File: config.mk
export PLATFORM = sky130hd
export DESIGN_NAME = stick_hold_calibration_trigger_top
export DESIGN_NICKNAME = d
export VERILOG_FILES = /design/src/rtl/core/shct_pkg.sv /design/src/rtl/core/stick_hold_calibration_trigger_top.sv /design/src/rtl/core/shct_cfg.sv /design/src/rtl/core/shct_core.sv
export SDC_FILE = /design/constraint.sdc
export NUM_CORES = 1
export LEC_CHECK = 0
export BUFFER_PORTS_ARGS = -buffer_cell sky130_fd_sc_hd__buf_2
export CORE_MARGIN = 5
export CORE_UTILIZATION = 60
export DETAILED_ROUTE_END_ITERATION = 6
export GPL_TIMING_DRIVEN = 1
export PLACE_DENSITY = 0.87
export SLEW_MARGIN = 0
export SYNTH_ARGS = -nofsm -noshare
export SYNTH_HDL_FRONTEND = slang
export SYNTH_HIERARCHICAL = 1
export SYNTH_SLANG_ARGS = --single-unit
File: constraint.sdc
create_clock -name clk -period 10.05 [get_ports clk]
set_input_delay 0.5025 -clock clk [delete_from_list [all_inputs] [get_ports clk]]
set_output_delay 0.5025 -clock clk [all_outputs]
set_load 0.005 [all_outputs]
File: src/rtl/core/shct_pkg.sv
// shared types, codes and constants of the stick hold calibration trigger
package shct_pkg;

	// fixed field widths
	localparam int STICK_BITS    = 12;
	localparam int THR_BITS      = 11;
	localparam int TOL_BITS      = 8;
	localparam int TICK_BITS     = 16;
	localparam int PHASE_BITS    = 3;
	localparam int REQ_BITS      = 2;
	localparam int CFG_IDX_BITS  = 2;
	localparam int CFG_DATA_BITS = 16;

	// default counter width
	localparam int COUNTER_BITS_DEF = 16;

	// compare width that holds sticks, magnitudes and thresholds with sign
	localparam int CMP_BITS = ((STICK_BITS > THR_BITS) ? STICK_BITS : THR_BITS) + 2;

	// register reset values
	localparam logic [THR_BITS-1:0]  ARM_THRESHOLD_RST   = THR_BITS'(300);
	localparam logic [TOL_BITS-1:0]  STILL_TOLERANCE_RST = TOL_BITS'(2);
	localparam logic [TICK_BITS-1:0] HOLD_TICKS_RST      = TICK_BITS'(5000);
	localparam logic [TICK_BITS-1:0] CONFIRM_TICKS_RST   = TICK_BITS'(100);

	// register indexes
	localparam logic [CFG_IDX_BITS-1:0] REG_ARM_THRESHOLD   = 2'd0;
	localparam logic [CFG_IDX_BITS-1:0] REG_STILL_TOLERANCE = 2'd1;
	localparam logic [CFG_IDX_BITS-1:0] REG_HOLD_TICKS      = 2'd2;
	localparam logic [CFG_IDX_BITS-1:0] REG_CONFIRM_TICKS   = 2'd3;

	// phase codes
	localparam logic [PHASE_BITS-1:0] PH_IDLE        = 3'd0;
	localparam logic [PHASE_BITS-1:0] PH_ACC_ARM     = 3'd1;
	localparam logic [PHASE_BITS-1:0] PH_GYRO_ARM    = 3'd2;
	localparam logic [PHASE_BITS-1:0] PH_ACC_CONFIRM = 3'd3;
	localparam logic [PHASE_BITS-1:0] PH_GYRO_WAIT   = 3'd4;
	localparam logic [PHASE_BITS-1:0] PH_ACC_WAIT    = 3'd5;

	// armed phase to request phase offset
	localparam logic [PHASE_BITS-1:0] PH_ARM_STEP    = 3'd2;

	// request codes
	localparam logic [REQ_BITS-1:0] REQ_NONE        = 2'd0;
	localparam logic [REQ_BITS-1:0] REQ_GYRO        = 2'd1;
	localparam logic [REQ_BITS-1:0] REQ_ACC         = 2'd2;
	localparam logic [REQ_BITS-1:0] REQ_ACC_CONFIRM = 2'd3;

	// input word
	typedef struct packed {
		logic signed [STICK_BITS-1:0] stick_x;
		logic signed [STICK_BITS-1:0] stick_y;
		logic                         calib_busy;
	} stick_word_t;

	// result word
	typedef struct packed {
		logic [PHASE_BITS-1:0] phase;
		logic [REQ_BITS-1:0]   calib_request;
		logic                  clear_setpoints;
	} result_word_t;

	// configuration register set
	typedef struct packed {
		logic [THR_BITS-1:0]  arm_threshold;
		logic [TOL_BITS-1:0]  still_tolerance;
		logic [TICK_BITS-1:0] hold_ticks;
		logic [TICK_BITS-1:0] confirm_ticks;
	} cfg_t;

endpackage

File: src/rtl/core/stick_hold_calibration_trigger_top.sv
// top level of the stick hold calibration trigger
// One stick word per clock is accepted and one result word comes out for each. A word
// sits in the input register until the result register is free, and the gesture state is
// updated in a single step as it moves into the result register, which holds its result
// valid until it is taken.
// Throughput is one word per clock; it only drops when the result side stalls, and the
// input register then holds one more word. An accelerometer request issued on the tick
// the sticks are released leaves the phase at gyro arm.
// Configuration registers reset to threshold 300, tolerance 2, hold 5000 and confirm 100
// ticks and should be written only while no word is in flight.
module stick_hold_calibration_trigger_top
	import shct_pkg::*;
#(
	parameter int COUNTER_BITS = COUNTER_BITS_DEF
) (
	input  logic                     clk,
	input  logic                     arst_n,
	input  logic                     stick_valid,
	output logic                     stick_ready,
	input  stick_word_t              stick,
	output logic                     result_valid,
	input  logic                     result_ready,
	output result_word_t             result,
	input  logic                     cfg_we,
	input  logic [CFG_IDX_BITS-1:0]  cfg_index,
	input  logic [CFG_DATA_BITS-1:0] cfg_data
);

	cfg_t         cfg;
	stick_word_t  word_s1;
	logic         valid_s1;
	logic         advance;
	result_word_t next_result;
	result_word_t result_q;
	logic         result_valid_q;

	// handshake between input and result registers
	assign advance     = valid_s1 && (!result_valid_q || result_ready);
	assign stick_ready = !valid_s1 || advance;

	shct_cfg u_cfg (
		.clk       (clk),
		.arst_n    (arst_n),
		.cfg_we    (cfg_we),
		.cfg_index (cfg_index),
		.cfg_data  (cfg_data),
		.cfg       (cfg)
	);

	// input register
	always_ff @(posedge clk or negedge arst_n) begin
		if (!arst_n) begin
			valid_s1 <= 1'b0;
		end else if (stick_ready) begin
			valid_s1 <= stick_valid;
		end
	end

	always_ff @(posedge clk) begin
		if (stick_ready && stick_valid) begin
			word_s1 <= stick;
		end
	end

	shct_core #(
		.COUNTER_BITS (COUNTER_BITS)
	) u_core (
		.clk    (clk),
		.arst_n (arst_n),
		.step   (advance),
		.word   (word_s1),
		.cfg    (cfg),
		.result (next_result)
	);

	// result register
	always_ff @(posedge clk or negedge arst_n) begin
		if (!arst_n) begin
			result_valid_q <= 1'b0;
		end else if (advance) begin
			result_valid_q <= 1'b1;
		end else if (result_ready) begin
			result_valid_q <= 1'b0;
		end
	end

	always_ff @(posedge clk) begin
		if (advance) begin
			result_q <= next_result;
		end
	end

	assign result_valid = result_valid_q;
	assign result       = result_q;

`ifndef SYNTH
	// a gyro request always lands in gyro wait
	assert property (@(posedge clk) disable iff (!arst_n)
		result_valid_q && result_q.calib_request == REQ_GYRO |-> result_q.phase == PH_GYRO_WAIT)
		else $error("gyro request without gyro wait phase");

	// an accelerometer request lands in acc confirm, or in gyro arm when issued on release
	assert property (@(posedge clk) disable iff (!arst_n)
		result_valid_q && result_q.calib_request == REQ_ACC |->
			result_q.phase == PH_ACC_CONFIRM || result_q.phase == PH_GYRO_ARM)
		else $error("accelerometer request without confirm phase");

	// clearing only happens from the wait phases, which lead to wait or idle
	assert property (@(posedge clk) disable iff (!arst_n)
		result_valid_q && result_q.clear_setpoints |->
			result_q.phase == PH_IDLE || result_q.phase == PH_GYRO_WAIT ||
			result_q.phase == PH_ACC_WAIT)
		else $error("set point clear outside wait phases");

	// a word held in the input register is neither lost nor changed
	assert property (@(posedge clk) disable iff (!arst_n)
		valid_s1 && !advance |=> valid_s1 && $stable(word_s1))
		else $error("stalled input word dropped or changed");
`endif

endmodule

File: src/rtl/core/shct_cfg.sv
// configuration registers of the stick hold calibration trigger
module shct_cfg
	import shct_pkg::*;
(
	input  logic                     clk,
	input  logic                     arst_n,
	input  logic                     cfg_we,
	input  logic [CFG_IDX_BITS-1:0]  cfg_index,
	input  logic [CFG_DATA_BITS-1:0] cfg_data,
	output cfg_t                     cfg
);

	cfg_t cfg_q;

	// register writes by index
	always_ff @(posedge clk or negedge arst_n) begin
		if (!arst_n) begin
			cfg_q.arm_threshold   <= ARM_THRESHOLD_RST;
			cfg_q.still_tolerance <= STILL_TOLERANCE_RST;
			cfg_q.hold_ticks      <= HOLD_TICKS_RST;
			cfg_q.confirm_ticks   <= CONFIRM_TICKS_RST;
		end else if (cfg_we) begin
			case (cfg_index)
				REG_ARM_THRESHOLD:   cfg_q.arm_threshold   <= cfg_data[THR_BITS-1:0];
				REG_STILL_TOLERANCE: cfg_q.still_tolerance <= cfg_data[TOL_BITS-1:0];
				REG_HOLD_TICKS:      cfg_q.hold_ticks      <= cfg_data[TICK_BITS-1:0];
				REG_CONFIRM_TICKS:   cfg_q.confirm_ticks   <= cfg_data[TICK_BITS-1:0];
				default: ;
			endcase
		end
	end

	assign cfg = cfg_q;

endmodule

File: src/rtl/core/shct_core.sv
// gesture state and single-step update of the stick hold calibration trigger
module shct_core
	import shct_pkg::*;
#(
	parameter int COUNTER_BITS = COUNTER_BITS_DEF
) (
	input  logic         clk,
	input  logic         arst_n,
	input  logic         step,
	input  stick_word_t  word,
	input  cfg_t         cfg,
	output result_word_t result
);

	localparam int CNT_CMP_BITS = (COUNTER_BITS > TICK_BITS) ? COUNTER_BITS : TICK_BITS;

	logic [PHASE_BITS-1:0]   phase_q, phase_d, phase_mid;
	logic [COUNTER_BITS-1:0] cnt_q, cnt_d, cnt_mid, cnt_inc;
	logic [STICK_BITS-1:0]   prev_mag_x_q, prev_mag_y_q;
	logic [STICK_BITS-1:0]   mag_x, mag_y, dmag_x, dmag_y;
	logic signed [STICK_BITS:0] neg_x, neg_y, diff_x, diff_y;
	logic signed [CMP_BITS-1:0] sx_w, sy_w, thr_w, mx_w, my_w, tol_w, dx_w, dy_w;
	logic [CNT_CMP_BITS-1:0] cnt_mid_w, cnt_inc_w, hold_w, confirm_w;
	logic                    pos_arm, neg_arm, released, still, y_high;
	logic [REQ_BITS-1:0]     req;
	logic                    clr;

	// stick magnitudes
	assign neg_x = -(STICK_BITS+1)'(word.stick_x);
	assign neg_y = -(STICK_BITS+1)'(word.stick_y);
	assign mag_x = word.stick_x[STICK_BITS-1] ? neg_x[STICK_BITS-1:0] : word.stick_x;
	assign mag_y = word.stick_y[STICK_BITS-1] ? neg_y[STICK_BITS-1:0] : word.stick_y;

	// magnitude change since last word
	assign diff_x = $signed({1'b0, mag_x}) - $signed({1'b0, prev_mag_x_q});
	assign diff_y = $signed({1'b0, mag_y}) - $signed({1'b0, prev_mag_y_q});
	assign dmag_x = diff_x[STICK_BITS] ? STICK_BITS'(-diff_x) : diff_x[STICK_BITS-1:0];
	assign dmag_y = diff_y[STICK_BITS] ? STICK_BITS'(-diff_y) : diff_y[STICK_BITS-1:0];

	// widened operands for signed compares
	assign sx_w  = CMP_BITS'(word.stick_x);
	assign sy_w  = CMP_BITS'(word.stick_y);
	assign thr_w = $signed(CMP_BITS'(cfg.arm_threshold));
	assign mx_w  = $signed(CMP_BITS'(mag_x));
	assign my_w  = $signed(CMP_BITS'(mag_y));
	assign tol_w = $signed(CMP_BITS'(cfg.still_tolerance));
	assign dx_w  = $signed(CMP_BITS'(dmag_x));
	assign dy_w  = $signed(CMP_BITS'(dmag_y));

	assign pos_arm  = (sx_w >= thr_w) && (sy_w >= thr_w);
	assign neg_arm  = (sx_w <= -thr_w) && (sy_w <= -thr_w);
	assign released = (mx_w <= thr_w) || (my_w <= thr_w);
	assign still    = (dx_w <= tol_w) && (dy_w <= tol_w);
	assign y_high   = (sy_w >= thr_w);

	// hold count after release and stillness checks
	assign cnt_inc   = cnt_q + COUNTER_BITS'(1);
	assign cnt_mid   = still ? (released ? COUNTER_BITS'(1) : cnt_inc) : '0;
	assign phase_mid = released ? PH_IDLE : phase_q;
	assign cnt_mid_w = CNT_CMP_BITS'(cnt_mid);
	assign cnt_inc_w = CNT_CMP_BITS'(cnt_inc);
	assign hold_w    = CNT_CMP_BITS'(cfg.hold_ticks);
	assign confirm_w = CNT_CMP_BITS'(cfg.confirm_ticks);

	// next phase, counter and result
	always_comb begin
		phase_d = phase_q;
		cnt_d   = cnt_q;
		req     = REQ_NONE;
		clr     = 1'b0;
		case (phase_q)
			PH_IDLE: begin
				if (pos_arm) phase_d = PH_GYRO_ARM;
				if (neg_arm) phase_d = PH_ACC_ARM;
				cnt_d = '0;
			end
			PH_ACC_ARM, PH_GYRO_ARM: begin
				if (cnt_mid_w >= hold_w) begin
					cnt_d   = '0;
					req     = (phase_mid == PH_GYRO_ARM) ? REQ_GYRO : REQ_ACC;
					phase_d = phase_mid + PH_ARM_STEP;
				end else begin
					cnt_d   = cnt_mid;
					phase_d = phase_mid;
				end
			end
			PH_ACC_CONFIRM: begin
				if (y_high) begin
					cnt_d = cnt_inc;
					if (cnt_inc_w >= confirm_w) begin
						req     = REQ_ACC_CONFIRM;
						phase_d = PH_ACC_WAIT;
					end
				end else begin
					cnt_d = '0;
				end
			end
			PH_GYRO_WAIT, PH_ACC_WAIT: begin
				clr = 1'b1;
				if (!word.calib_busy) phase_d = PH_IDLE;
			end
			default: ;
		endcase
	end

	// state registers
	always_ff @(posedge clk or negedge arst_n) begin
		if (!arst_n) begin
			phase_q      <= PH_IDLE;
			cnt_q        <= '0;
			prev_mag_x_q <= '0;
			prev_mag_y_q <= '0;
		end else if (step) begin
			phase_q      <= phase_d;
			cnt_q        <= cnt_d;
			prev_mag_x_q <= mag_x;
			prev_mag_y_q <= mag_y;
		end
	end

	assign result.phase           = phase_d;
	assign result.calib_request   = req;
	assign result.clear_setpoints = clr;

endmodule
==> results.yml <==
drt:
  drtIter0Drc: 721
  detail-route-antenna-nets: 0
  drc: 0
  first_pass_iters: 5
  wl_per_cell_um: 18.9
  wl_mm: 25.7
  dr_total_vias: 8447
  via_per_inst: 6.22
final_layout:
  area_delta_synth_final_pct: 10.2
  fin_util: 0.667
  mostFrequentLayoutCells: "146 x ha_1, 95 x inv_1, 83 x dfrtp_1"
  nets: 1315
  antennaDiodeCount: 0
  final_layout_size_suffix_gt1_frac: 0.148
  layout_commonest_cell: "ha_1"
cts:
  cts_max_path_buffers: 2
  hold_buffers: 0
  path_clk_slew_ns: 0.06
  clk_latency_ns: 0.42
  root_buffer: "clkbuf_16"
  cts_buffers: 17
  htreeDepth: 4
  cts_resized: 0
  cts_tree: "done"
  post_cts_buffers: 0
  clock-sinks: 127
floorplan:
  core_area_sq_um: 17100
  rows: 48
  dieWidth_um: 141
  io_pins: 56
  die_h_um: 141
  die_area_sq_um: 20000
  start_util: 0.605
logic_synthesis:
  synth-seq-cells: 127
  syn_inst: 1067
  postSynth.asyncResetShare: 0.756
  syn_area_per_cell_sq_um: 9.71
  ys_seq_area_frac: 0.323
  syn_area_sq_um: 10400
  syn_nets: 1263
  synth_edf_count: 31
  synth_ff_type: "dfrtp_1"
  yosysWarnings: 6
  synth_cell_type_count: 83
placement:
  portBuffers: 55
  place_congestion: 0.907
  place.detailed.hpwl_mm: 18.9
  pre_cts_slack_ns: 1.50
timing:
  fin_tns_setup_ns: 0
  fmax_mhz: 114
  setup_violations: 0
  hold_ws_ns: 0.0783
  fin_worst_skew_ns: 0.00827
  slew_violations: 0
  slew_headroom: 0.337
  hold_viol: 0
  worstMarginPinSlew_ns: 0.990
  min_period_ns: 8.74
  fin_ws_ns: 1.31
  rsz0062_at_grt: "no"
  fin_crit_sh: 0.870
run_status:
  status: "finished, final reports clean"
worst_setup_path:
  crit_required_ns: 10.38
  crit_type: "reg2reg"
  cp-start-kind: "register"
  arrival_ns: 9.07
  slowest_stage: "a211oi_1"
  cpPeakStageDelay_ns: 0.73
  cp_max_fo: 16
  endpoint_kind: "register"
power_and_ir_drop:
  power_switching_uw: 904
  p_int_mw: 1.45
  switching_share: 0.384
  p_leak_nw: 5.39
  pwr-share-comb: 0.445
  ir_worst_vdd_v: 0.000156
  power_density_nw_per_um2: 206
  p_seq_frac: 0.286
  pwr-share-clk: 0.269
grt:
  grt_pass1_wl_mm: 42.6
  antenna_found_initial: 0
  grt_max_degree: 59
  grt_pass1_vias: 8530
  overflow: 0
  track_usage: 0.264
min_path:
  min_path_type: "in2async"
run:
  drv_cap: 0
[Yosys cell counts, drive strengths merged (4+ instances only)]
master   count  area, sq um
ha         146         1830
inv         96          360
dfrtp       83         2080
nand2       66          248
nor2        62          303
o21ai       57          285
mux2        54          646
a21oi       50          250
xnor2       49          429
xor2        34          298
a21o        31          233
edfxtp      31          931
nand3       26          135
nor2b       24          150
clkbuf      19         71.3
o21a        17          135
nand4       15          100
dfstp       13          342
nand2b      12         75.1
nor3        12         60.1
and3        11         68.8
a211oi      10         80.1
a31oi       10         62.6
nor4        10         77.6
o31ai        8         60.1
or2          8         50.1
and2         7         46.3
o211ai       7         52.6
or3          7         43.8
buf          6         58.8
or4          6         48.8
and2b        5         37.5
a2111oi      4         35.0
a311oi       4         35.0
and4         4         35.0
mux2i        4         40.0
nand3b       4         58.8
o2111ai      4         35.0
o21bai       4         30.0
o22ai        4         25.0
[stage by stage]
step           total power [mW]  std cells  instance area (sq um)
5_1_grt                    2.51       1357                  11400
3_3_place_gp               1.64       1325                  10800
4_1_cts                    2.33       1357                  11400
3_5_place_dp               1.69       1325                  10800
2_1_floorplan              1.44       1067                  10400
6_report                   2.35       1357                  11400
[per-layer routing]
metal | track usage | wire [um] | up-vias
met4 | 0.0970 | 721 | 0
met1 | 0.357 | 11200 | 4026
met2 | 0.421 | 11700 | 387
met3 | 0.0536 | 2030 | 61
li1 | - | - | 3973
met5 | 0 | 0 | -
[cell type report]
class | count | area (sq um)
clock buffer | 24 | 503
clock inverter | 8 | 100
fill | 1250 | 5700
inverter | 96 | 360
multi-input combinational | 819 | 6520
sequential | 127 | 3350
tap | 225 | 282
timing repair buffer | 58 | 300
[power groups by stage]
stage,clock network (mW),logic [mW],registers (mW)
2_1_floorplan,0,0.790,0.650
3_3_place_gp,0,0.961,0.675
3_5_place_dp,0,1.01,0.678
4_1_cts,0.638,1.03,0.671
5_1_grt,0.664,1.17,0.681
6_report,0.633,1.05,0.673
[final timing paths]
| check | from | to | slack [ns] | cells after the start |
|---|---|---|---|---|
| max in group asynchronous | arst_n | u_cfg/cfg[4]$_DFFE_PN0P_ | 8.84 | 2 |
| max reg2reg | word_s1[15]$_DFFE_PP_ | u_core/cnt_q[1]$_DFFE_PN0P_ | 1.31 | 30 |
| min in group clk | stick[13] | word_s1[13]$_DFFE_PP_ | 0.25 | 1 |
| max | word_s1[15]$_DFFE_PP_ | u_core/cnt_q[1]$_DFFE_PN0P_ | 1.31 | 30 |
| min reg2reg | u_cfg/cfg[29]$_DFFE_PN0P_ | u_cfg/cfg[29]$_DFFE_PN0P_ | 0.50 | 1 |
| min | arst_n | result_valid$_DFFE_PN0P_ | 0.08 | 1 |
[sequential cells by signal, indices dropped and copies added (netlist names)]
register / count
result: 6
u_cfg/cfg: 51
u_core/cnt_q: 16
u_core/prev_mag_x_q: 12
u_core/prev_mag_y_q: 12
u_core/phase_q: 3
word_s1: 25
valid_s1: 1
result_valid: 1
[critical path, delay by kind of cell, from the launching register on]
kind / cells / cell delay, ns
AOI/OAI and AO/OA: 18 / 4.59
xor gates and xnor gates: 2 / 0.34
adders and majority gates: 3 / 0.92
DFF: 1 / 0.47
and+or+nand+nor: 7 / 2.30
[kinds of logic (layout without fill, tap and decap cells)]
logic type	after synthesis	in the layout	synth area share
DFF	127	127	0.323
muxes	58	58	0.0662
buffers and inverters	121	186	0.0473
AOI/OAI and AO/OA	243	243	0.158
adders and majority gates	148	148	0.180
xor gates and xnor gates	83	83	0.0702
and+or+nand+nor	287	287	0.155
Power figures use the tool's default switching activity.
